**config.mk**
```make
export PLATFORM = sky130hd
export DESIGN_NAME = priority_queue_with_aging_core
export DESIGN_NICKNAME = d
export VERILOG_FILES = /design/src/hw/rtl/pqa_pkg.sv /design/src/hw/rtl/pqa_cell.sv /design/src/hw/rtl/priority_queue_with_aging_core.sv
export SDC_FILE = /design/constraint.sdc
export NUM_CORES = 1
export LEC_CHECK = 0
export ABC_AREA = 1
export BUFFER_PORTS_ARGS = -buffer_cell sky130_fd_sc_hd__buf_2
export CAP_MARGIN = 20
export CORE_ASPECT_RATIO = 1.1
export CORE_MARGIN = 2
export CORE_UTILIZATION = 30
export DETAILED_ROUTE_END_ITERATION = 8
export GPL_TIMING_DRIVEN = 0
export PLACE_DENSITY = 0.48
export SKIP_LAST_GASP = 1
export SYNTH_ARGS = -nofsm -noshare
export SYNTH_HDL_FRONTEND = slang
export SYNTH_SLANG_ARGS = --single-unit
export TNS_END_PERCENT = 20
```
**constraint.sdc**
```tcl
create_clock -name clk -period 3.1 [get_ports clk]
set_input_delay 0.31 -clock clk [delete_from_list [all_inputs] [get_ports clk]]
set_output_delay 0.31 -clock clk [all_outputs]
set_load 0.05 [all_outputs]
```
**src/hw/rtl/pqa_pkg.sv**
```systemverilog
// ----------------------------------------------------------------------------
// pqa_pkg: shared types and constants of the aging priority queue
// Opcode and status codes, transfer payloads, cell control, priority aging.
// ----------------------------------------------------------------------------
package pqa_pkg;

	localparam int DEPTH_DEF = 16;
	localparam int ID_W      = 10;
	localparam int PRIO_W    = 4;
	localparam int OCC_W     = 5;

	localparam logic [ID_W-1:0]   ID_MAX   = 10'd1023;
	localparam logic [PRIO_W-1:0] PRIO_MAX = 4'd15;
	localparam logic [PRIO_W-1:0] PRIO_MIN = 4'd1;

	typedef enum logic [1:0] {
		OP_INSERT   = 2'd0,
		OP_RETRIEVE = 2'd1,
		OP_CLOSE    = 2'd2,
		OP_NOP      = 2'd3
	} opcode_t;

	typedef enum logic [1:0] {
		ST_OK     = 2'd0,
		ST_FULL   = 2'd1,
		ST_EMPTY  = 2'd2,
		ST_CLOSED = 2'd3
	} status_t;

	typedef struct packed {
		logic [1:0]        opcode;
		logic [ID_W-1:0]   entry_id;
		logic [PRIO_W-1:0] entry_priority;
	} in_item_t;

	typedef struct packed {
		logic [1:0]        status;
		logic [ID_W-1:0]   head_id;
		logic [OCC_W-1:0]  occupancy;
	} out_item_t;

	// Broadcast to every cell in the chain
	typedef struct packed {
		logic              insert;
		logic              retrieve;
		logic [ID_W-1:0]   new_id;
		logic [PRIO_W-1:0] new_prio;
	} cell_ctrl_t;

	// Age one priority step, never below the minimum
	function automatic logic [PRIO_W-1:0] age_prio(input logic [PRIO_W-1:0] p);
		logic [PRIO_W-1:0] r;
		r = (p > PRIO_MIN) ? p - PRIO_MIN : p;
		return r;
	endfunction

endpackage

```
**src/hw/rtl/pqa_cell.sv**
```systemverilog
// ----------------------------------------------------------------------------
// pqa_cell: one slot of the sorted queue chain
// Holds one entry; shifts toward the tail on insert, toward the head on
// retrieve with aging.
// ----------------------------------------------------------------------------
module pqa_cell (
	input  logic                           clk,
	input  pqa_pkg::cell_ctrl_t            ctrl,
	input  logic                           live,
	input  logic                           prev_open,
	input  logic [pqa_pkg::ID_W-1:0]       prev_id,
	input  logic [pqa_pkg::PRIO_W-1:0]     prev_prio,
	input  logic [pqa_pkg::ID_W-1:0]       next_id,
	input  logic [pqa_pkg::PRIO_W-1:0]     next_prio,
	output logic                           open,
	output logic [pqa_pkg::ID_W-1:0]       id,
	output logic [pqa_pkg::PRIO_W-1:0]     prio
);
	import pqa_pkg::*;

	logic [ID_W-1:0]   id_q;
	logic [PRIO_W-1:0] prio_q;

	// Open: the new entry lands here or further toward the head
	assign open = !live || (prio_q > ctrl.new_prio);
	assign id   = id_q;
	assign prio = prio_q;

	always_ff @(posedge clk) begin
		if (ctrl.insert && open) begin
			if (prev_open) begin
				id_q   <= prev_id;
				prio_q <= prev_prio;
			end else begin
				id_q   <= ctrl.new_id;
				prio_q <= ctrl.new_prio;
			end
		end else if (ctrl.retrieve) begin
			id_q   <= next_id;
			prio_q <= age_prio(next_prio);
		end
	end

endmodule

```
**src/hw/rtl/priority_queue_with_aging_core.sv**
```systemverilog
// The result of each input transfer is registered in the output register.
// Throughput: one operation per cycle; every cell compares and shifts at once.
// Back-pressure on the output stalls the input only while the result is held.
// Reset clears the entry count, the closed flag and the output valid; cell
// contents are not reset and are only read below the entry count.
// ----------------------------------------------------------------------------
// priority_queue_with_aging_core: sorted priority queue with aging
// A chain of DEPTH cells kept in priority order, head at cell 0. Inserts
// open a gap by shifting larger priorities toward the tail; retrieves pop
// cell 0 and shift the rest toward the head while aging them.
// ----------------------------------------------------------------------------
module priority_queue_with_aging_core #(
	parameter int DEPTH = pqa_pkg::DEPTH_DEF
) (
	input  logic                clk,
	input  logic                arst_n,
	input  logic                in_valid,
	output logic                in_ready,
	input  pqa_pkg::in_item_t   in_data,
	output logic                out_valid,
	input  logic                out_ready,
	output pqa_pkg::out_item_t  out_data
);
	import pqa_pkg::*;

	localparam int CNT_W = $clog2(DEPTH + 1);

	logic              in_xfer;
	logic [CNT_W-1:0]  count_q;
	logic              closed_q;
	logic              full;
	logic              empty;

	logic [ID_W-1:0]   id_sat;
	logic [PRIO_W-1:0] prio_sat;

	cell_ctrl_t        ctrl;
	logic [CNT_W-1:0]  count_d;
	logic              closed_d;
	status_t           status_d;
	logic [ID_W-1:0]   head_d;

	// Cell chain taps
	logic              cell_open [DEPTH];
	logic [ID_W-1:0]   cell_id   [DEPTH];
	logic [PRIO_W-1:0] cell_prio [DEPTH];

	out_item_t         out_q;

	// Hold the result until it is taken; accept the next one in the same cycle
	assign in_ready = !out_valid || out_ready;
	assign in_xfer  = in_valid && in_ready;

	assign full  = (count_q == CNT_W'(DEPTH));
	assign empty = (count_q == '0);

	// Saturate the incoming entry into its legal range
	always_comb begin
		id_sat = (in_data.entry_id > ID_MAX) ? ID_MAX : in_data.entry_id;
		if (in_data.entry_priority < PRIO_MIN) begin
			prio_sat = PRIO_MIN;
		end else if (in_data.entry_priority > PRIO_MAX) begin
			prio_sat = PRIO_MAX;
		end else begin
			prio_sat = in_data.entry_priority;
		end
	end

	// Decode the operation; closed wins over full and empty
	always_comb begin
		ctrl.insert   = 1'b0;
		ctrl.retrieve = 1'b0;
		ctrl.new_id   = id_sat;
		ctrl.new_prio = prio_sat;
		count_d       = count_q;
		closed_d      = closed_q;
		status_d      = ST_OK;
		head_d        = '0;
		case (opcode_t'(in_data.opcode))
			OP_INSERT: begin
				if (closed_q) begin
					status_d = ST_CLOSED;
				end else if (full) begin
					status_d = ST_FULL;
				end else begin
					ctrl.insert = in_xfer;
					count_d     = count_q + 1'b1;
				end
			end
			OP_RETRIEVE: begin
				if (closed_q) begin
					status_d = ST_CLOSED;
				end else if (empty) begin
					status_d = ST_EMPTY;
				end else begin
					ctrl.retrieve = in_xfer;
					head_d        = cell_id[0];
					count_d       = count_q - 1'b1;
				end
			end
			OP_CLOSE: begin
				closed_d = 1'b1;
			end
			default: begin
				status_d = ST_OK;
			end
		endcase
	end

	// Build the chain; head sits at cell 0, the tail side at DEPTH-1
	for (genvar i = 0; i < DEPTH; i++) begin : g_cell
		logic              live;
		logic              p_open;
		logic [ID_W-1:0]   p_id;
		logic [PRIO_W-1:0] p_prio;
		logic [ID_W-1:0]   n_id;
		logic [PRIO_W-1:0] n_prio;

		assign live = (CNT_W'(i) < count_q);

		if (i == 0) begin : g_first
			assign p_open = 1'b0;
			assign p_id   = '0;
			assign p_prio = '0;
		end else begin : g_mid
			assign p_open = cell_open[i-1];
			assign p_id   = cell_id[i-1];
			assign p_prio = cell_prio[i-1];
		end

		if (i == DEPTH - 1) begin : g_last
			assign n_id   = '0;
			assign n_prio = '0;
		end else begin : g_inner
			assign n_id   = cell_id[i+1];
			assign n_prio = cell_prio[i+1];
		end

		pqa_cell u_cell (
			.clk       (clk),
			.ctrl      (ctrl),
			.live      (live),
			.prev_open (p_open),
			.prev_id   (p_id),
			.prev_prio (p_prio),
			.next_id   (n_id),
			.next_prio (n_prio),
			.open      (cell_open[i]),
			.id        (cell_id[i]),
			.prio      (cell_prio[i])
		);
	end

	// Advance queue state and register the result on each input transfer
	always_ff @(posedge clk or negedge arst_n) begin
		if (!arst_n) begin
			count_q   <= '0;
			closed_q  <= 1'b0;
			out_valid <= 1'b0;
		end else begin
			if (in_xfer) begin
				count_q   <= count_d;
				closed_q  <= closed_d;
				out_valid <= 1'b1;
			end else if (out_ready) begin
				out_valid <= 1'b0;
			end
		end
	end

	// Result payload needs no reset
	always_ff @(posedge clk) begin
		if (in_xfer) begin
			out_q.status    <= status_d;
			out_q.head_id   <= head_d;
			out_q.occupancy <= OCC_W'(count_d);
		end
	end

	assign out_data = out_q;

endmodule
```
==> results of run 1 <==
power by group through the flow:
stage,Clock [mW],Combinational (mW),Sequential [mW]
2_1_floorplan,0,1.13,3.83
3_3_place_gp,0,1.64,3.77
6_report,3.47,1.71,3.70
5_1_grt,3.67,1.92,3.70
4_1_cts,3.55,1.71,3.70
3_5_place_dp,0,1.69,3.77
stage by stage:
| step | hold WS [ps] | cell area (um^2) |
|---|---|---|
| global route | 57.4 | 19200 |
| global placement | 158 | 18000 |
| floorplan | 14.4 | 16900 |
| CTS | 7.08 | 19200 |
| finish | 53.4 | 19200 |
| detailed placement | 157 | 18100 |
logic make-up (layout without fill, tap and decap cells):
family / count (synthesis) / count (layout)
other: 0 / 1
muxes: 2 / 2
DFF: 248 / 248
xor gates and xnor gates: 40 / 40
and+or+nand+nor: 1528 / 1528
adders and majority gates: 97 / 97
AOI/OAI and AO/OA: 88 / 88
buffers and inverters: 242 / 344
registers in the layout (all words and copies together) (netlist names):
name	count
out_valid	1
count_q	5
closed_q	1
g_cell.u_cell.prio	64
out_data	17
g_cell.u_cell.id	160
routing by layer:
metal  vias up  part of all wire (%)  GRT usage (%)
met5         -                 0.047              0
met4         4                   3.6           7.19
met3       100                   5.8           3.18
met2       378                    48           33.1
met1      7218                    42           23.1
li1       7439                     -              -
worst max-delay path: stages (launching register included):
cell and delay [ps]:
dfrtp_1 540, inv_1 170, ha_1 300, nand3_2 170, nand4_2 190, inv_4 270, buf_8 230, nand2_2 130
buf_4 200, nand2_1 520
final timing paths:
check                                                     endpoint  slack (ps)  cells after the start                                   from
max                        g_cell[15].u_cell.prio[2]$_SDFFCE_PN0P_         -20                      9                 count_q[1]$_DFFE_PN0P_
min                                           closed_q$_DFFE_PN0P_          50                      3                            in_data[15]
max reg2reg                g_cell[15].u_cell.prio[2]$_SDFFCE_PN0P_         -20                      9                 count_q[1]$_DFFE_PN0P_
min reg2reg                      g_cell[14].u_cell.id[8]$_DFFE_PP_         520                      2  g_cell[15].u_cell.id[8]$_SDFFCE_PN0P_
max in group asynchronous                   count_q[1]$_DFFE_PN0P_        2860                      2                                 arst_n
min in group asynchronous                   count_q[3]$_DFFE_PN0P_          80                      2                                 arst_n
area by class of cell:
class                   count  area, um^2
fillers                  5960       36700
multi-input cells        1755        8430
flip-flops and latches    248        7410
well taps                 744         931
clock buffers              38         802
plain buffers             112         603
inverters                 130         524
repair buffers             48         393
clock inverters            16         138
diodes                      1        2.50
cells in the final DEF, fill, tap and decap left out, types with 20 or more instances in the layout:
cell,n
nand2_1,1134
nand3_1,282
edfxtp_1,241
inv_1,107
ha_1,97
buf_2,63
clkbuf_1,48
a21oi_1,47
nor2_1,43
xor2_1,38
nand2_2,31
clkbuf_16,31
o21ai_0,27
buf_4,20
what timing repair did:
action | 4_1_cts | 5_1_grt
setup buffers | 8 | 2
endpoints found under the setup margin | 448 | 224
resized for setup | 22 | 5
endpoints found under the hold margin | 9 | 0
pin swaps | 1 | 0
hold buffers | 4 | 0
==> results.toml, run 1 <==
[setup_path]
cp.arrival_ps = 3340
critPathRequiredTime_ps = 3320
critical_path_class = "register to register"
crit_path_start_kind = "register"
cp_max_fo = 14
cp-end-kind = "register"

[timing]
hold_viol_final = 0
period_share_pct = 101
setup_tns_ps = -154
min_period_ps = 3120
relSlewSlack_pct = 36.3
max_freq_mhz = 321
clock_skew_ps = 20.8
rsz0062_at_grt = "yes"
setup_viol = 14
fin_ws_ps = -16.9
slew_violations = 0
tightestPinTransition_ps = 955

[yosys]
yosys_warnings = 0
yosys-top-cells-area = "edfxtp_1 (43%), nand2_1 (25%), nand3_1 (8.4%)"
synth_cell_types = 39
synth_compound_area_share_pct = 2.97
ys_ff_latch = 248
yosysSeqAreaShare_pct = 43.9
synth-simple-area-share_pct = 37.4
ys_top_cells_by_count = "nand2_1 (1,145), nand3_1 (282), edfxtp_1 (241)"
synth_top_family_by_area = "simple AND/OR/NAND/NOR gates"
synth_edf_count = 241
syn_area_um2 = 16900
synthFlopType = "edfxtp_1"
yosys.area_share.xor_xnor_pct = 2.07
synth_most_common_cell = "nand2_1"
syn-instance-count = 2245
yosys.area.top_type = "edfxtp_1"
async_flop_share_pct = 2.82
muxShareOfSynthArea_pct = 0.119
avgSynthCellArea_um2 = 7.53
synth_top_area_share_pct = 42.8
synth_nets = 2362
synthAdderAreaFrac_pct = 7.18

[grt]
grt_use_total_pct = 18.9
antenna_found_initial = 3
grt_pass1_wl_mm = 84.6
grt_overflow = 0
grt_max_degree = 26
grt_pass1_vias = 14800

[clock_tree]
cts_buffer_depth = 3
cts.sinks = 248
clkTransAtPathRegs_ps = 50
clkLatencyLatePin_ps = 590
htree_levels = 1
cts_tree = "built"
root_buffer = "clkbuf_16"
numCtsBuffers = 31

[pwr]
pwr-share-seq_pct = 41.6
swShare_pct = 31.1
finalPower_mw = 8.88
p_clk_share_pct = 39.1
vdd_ir_drop_max_mv = 0.495
comb_power_share_pct = 19.3
p_leak_nw = 8.72
power.switching_mw = 2.77
p_per_area_nw_per_um2 = 462
internal_power_mw = 6.12

[floorplan]
initial_utilization_pct = 30.2
die_h_um = 253
die-area_um2 = 58200
core_area_um2 = 55900
row_count = 91
die_x_um = 230
io_pins = 39

[min_path]
hold_class = "input pin to register"

[route]
ant_nets = 0
vias = 15100
post-route-drc-count = 0
wl_per_cell_um = 18.0
wirelength_mm = 55.6
drtIter0Drc = 1059
drtPass1Iterations = 5
via_per_inst = 4.90

[placed_design]
hpwl_mm = 42.0
place_congestion = 0.818
pre_cts_ws_ps = -2230
io_buffers = 25
place_inst = 3023

[finish]
drive_above_1_share_pct = 9.80
post-route-util_pct = 34.4
area_growth_pct = 13.9
finalNetCount = 2443
stdcell_count = 3092

[run]
drv_cap = 0

[run_status]
outcome = "finished, violations left"
violations = "setup timing"
(Power assumes the default switching activity.)
==> run 2, diff against run 1 <==
==> constraint.sdc (replaced) <==
create_clock -name clk -period 3.8 [get_ports clk]
set_input_delay 0.38 -clock clk [delete_from_list [all_inputs] [get_ports clk]]
set_output_delay 0.38 -clock clk [all_outputs]
set_load 0.05 [all_outputs]
==> results.toml, run 2 (same netlist as run 1, synthesis figures left out) <==
[run_status]
outcome = "finished, final reports clean"

[min_path]
hp-start = "in_data[14]"
hold_depth = 2
hold_class = "input pin to register"
hold_end = "closed_q$_DFFE_PN0P_"

[grt]
antenna_found_initial = 1
grt_overflow = 0
grt_pass1_wl_mm = 86.0
grt_max_degree = 26
grt_use_total_pct = 19.3
grt_use_met2_pct = 33.6
grt_util_met1_pct = 24.6
grt.met3_usage_pct = 3.01
top_usage_layer = "met2"
grt_pass1_vias = 15100

[finish]
stdcell_area_um2 = 19200
multiInputGateArea_um2 = 8420
layout_common_cells = "nand2_1 (1,141), nand3_1 (282), edfxtp_1 (241)"
num_antenna_cells = 0
regArea_um2 = 7410
post-route-util_pct = 34.3
area_growth_pct = 13.6
drive_above_1_share_pct = 9.33
finalNetCount = 2432
num-fill-cells = 5966
largest_reg_flops = 160
final_common_cell = "nand2_1"

[timing]
max_freq_mhz = 279
min_period_ps = 3590
setup_viol = 0
fin_ws_ps = 212
period_share_pct = 94.4
relSlewSlack_pct = 20.3
slew_violations = 0
hold_viol_final = 0
clock_skew_ps = 31.2
tightestPinTransition_ps = 1200
rsz0062_at_grt = "no"

[pwr]
vdd_ir_drop_max_mv = 0.253
p_leak_nw = 8.70
finalPower_mw = 7.66
p_per_area_nw_per_um2 = 399

[floorplan]
die-area_um2 = 58200
io_pins = 39
row_count = 91
die_x_um = 230
core_area_um2 = 55900
initial_utilization_pct = 30.2
die_h_um = 253

[route]
drtPass1Iterations = 5
wl_per_cell_um = 18.2
vias = 15200
ant_nets = 0
wirelength_mm = 56.1
post-route-drc-count = 0
via_per_inst = 4.95
drtIter0Drc = 1284

[setup_path]
slowest_delay_ps = 520
crit_top_cell = "nand2_1"
critical_path.slowest_cell = "clkbuf_2"
cp_max_fo = 14
crit_chain = "clkbuf_2 > clkbuf_2 > inv_1 > ha_1 > nand2_1 > nand2_1 > nand2_1 > nand2_1 > nand2_1 > nand2_4 > nand2_4 > buf_2 > nand2_1"
cp-end-kind = "register"
crit_path_start_kind = "input pin"
r2r_cells = 6
cp.arrival_ps = 3740
crit_path_start = "in_data[1]"
r2r_start = "count_q[1]$_DFFE_PN0P_"
r2r_end = "g_cell[15].u_cell.id[7]$_SDFFCE_PN0P_"
critPathRequiredTime_ps = 3950
critical_path_class = "input pin to register"
regToRegSetupSlack_ps = 450

[clock_tree]
cts_buffer_depth = 3
numCtsBuffers = 35
cts.sinks = 248
clkLatencyLatePin_ps = 570
clkTransAtPathRegs_ps = 60
cts_tree = "built"
htree_levels = 2
root_buffer = "clkbuf_16"

[placed_design]
io_buffers = 25
place_congestion = 0.822
pre_cts_ws_ps = -1940
placed_area_um2 = 18000
hpwl_mm = 41.4

[run]
drv_cap = 0
==> run 2: cell types whose count changed in the layout (fill, tap and decap cells not counted), sizes merged <==
cell and change:
buf -12, bufinv +1, clkbuf +4, clkinv -3, clkinvlp +3, diode -1, dlygate4sd3 -3
==> run 2: final cells by class <==
type	count	area share, %
Multi-Input combinational cell	1755	43.8
Sequential cell	248	38.6
Tap cell	744	4.85
Clock buffer	42	4.80
Buffer	112	3.10
Inverter	130	2.71
Timing Repair Buffer	33	1.11
Clock inverter	17	0.978
==> run 2: where the power goes <==
part           switching (mW)  internal [mW]  total (mW)
Clock                    1.34           1.94        3.27
Combinational            1.01          0.361        1.37
Sequential             0.0265           2.99        3.02
Total                    2.38           5.29        7.66
==> run 2: worst max-delay path, delay by kind of cell <==
family | cells | cell delay, ps
adders and majority gates | 1 | 460
buffers and inverters | 4 | 1650
and+or+nand+nor | 8 | 1200
==> run 2: metrics by stage <==
stage	hold slack (ps)	setup TNS (ps)	std cells
after floorplan	84.4	0	2245
final	88.0	0	3081
after CTS	54.6	0	3078
after global routing	76.2	0	3081
after global placement	227	-663940	3014
after detailed placement	227	-667040	3017
==> run 2: how the worst max path moves through the flow <==
stage | endpoint | slack (ps) | cells past startpoint
after floorplan | g_cell[7].u_cell.id[0]$_DFFE_PP_ | 600 | 16
after global placement | g_cell[7].u_cell.prio[2]$_DFFE_PP_ | -1950 | 16
after detailed placement | g_cell[7].u_cell.id[9]$_DFFE_PP_ | -1940 | 16
after CTS | g_cell[5].u_cell.id[7]$_DFFE_PP_ | 80 | 16
after global routing | g_cell[6].u_cell.prio[0]$_DFFE_PP_ | 30 | 16
final | g_cell[1].u_cell.id[1]$_DFFE_PP_ | 210 | 13
==> run 2: repair_timing <==
item	CTS	global route
setup endpoints to repair	448	196
gates resized for setup	10	9
setup buffers	1	2
endpoints found under the hold margin	7	0
pin swaps	1	0
hold buffers	1	0
==> run 2: routing by layer <==
layer | vias to the layer above | part of all wire [%]
met5 | - | 0
met4 | 0 | 2.4
met3 | 82 | 5.4
met2 | 385 | 49
met1 | 7341 | 43
li1 | 7434 | -
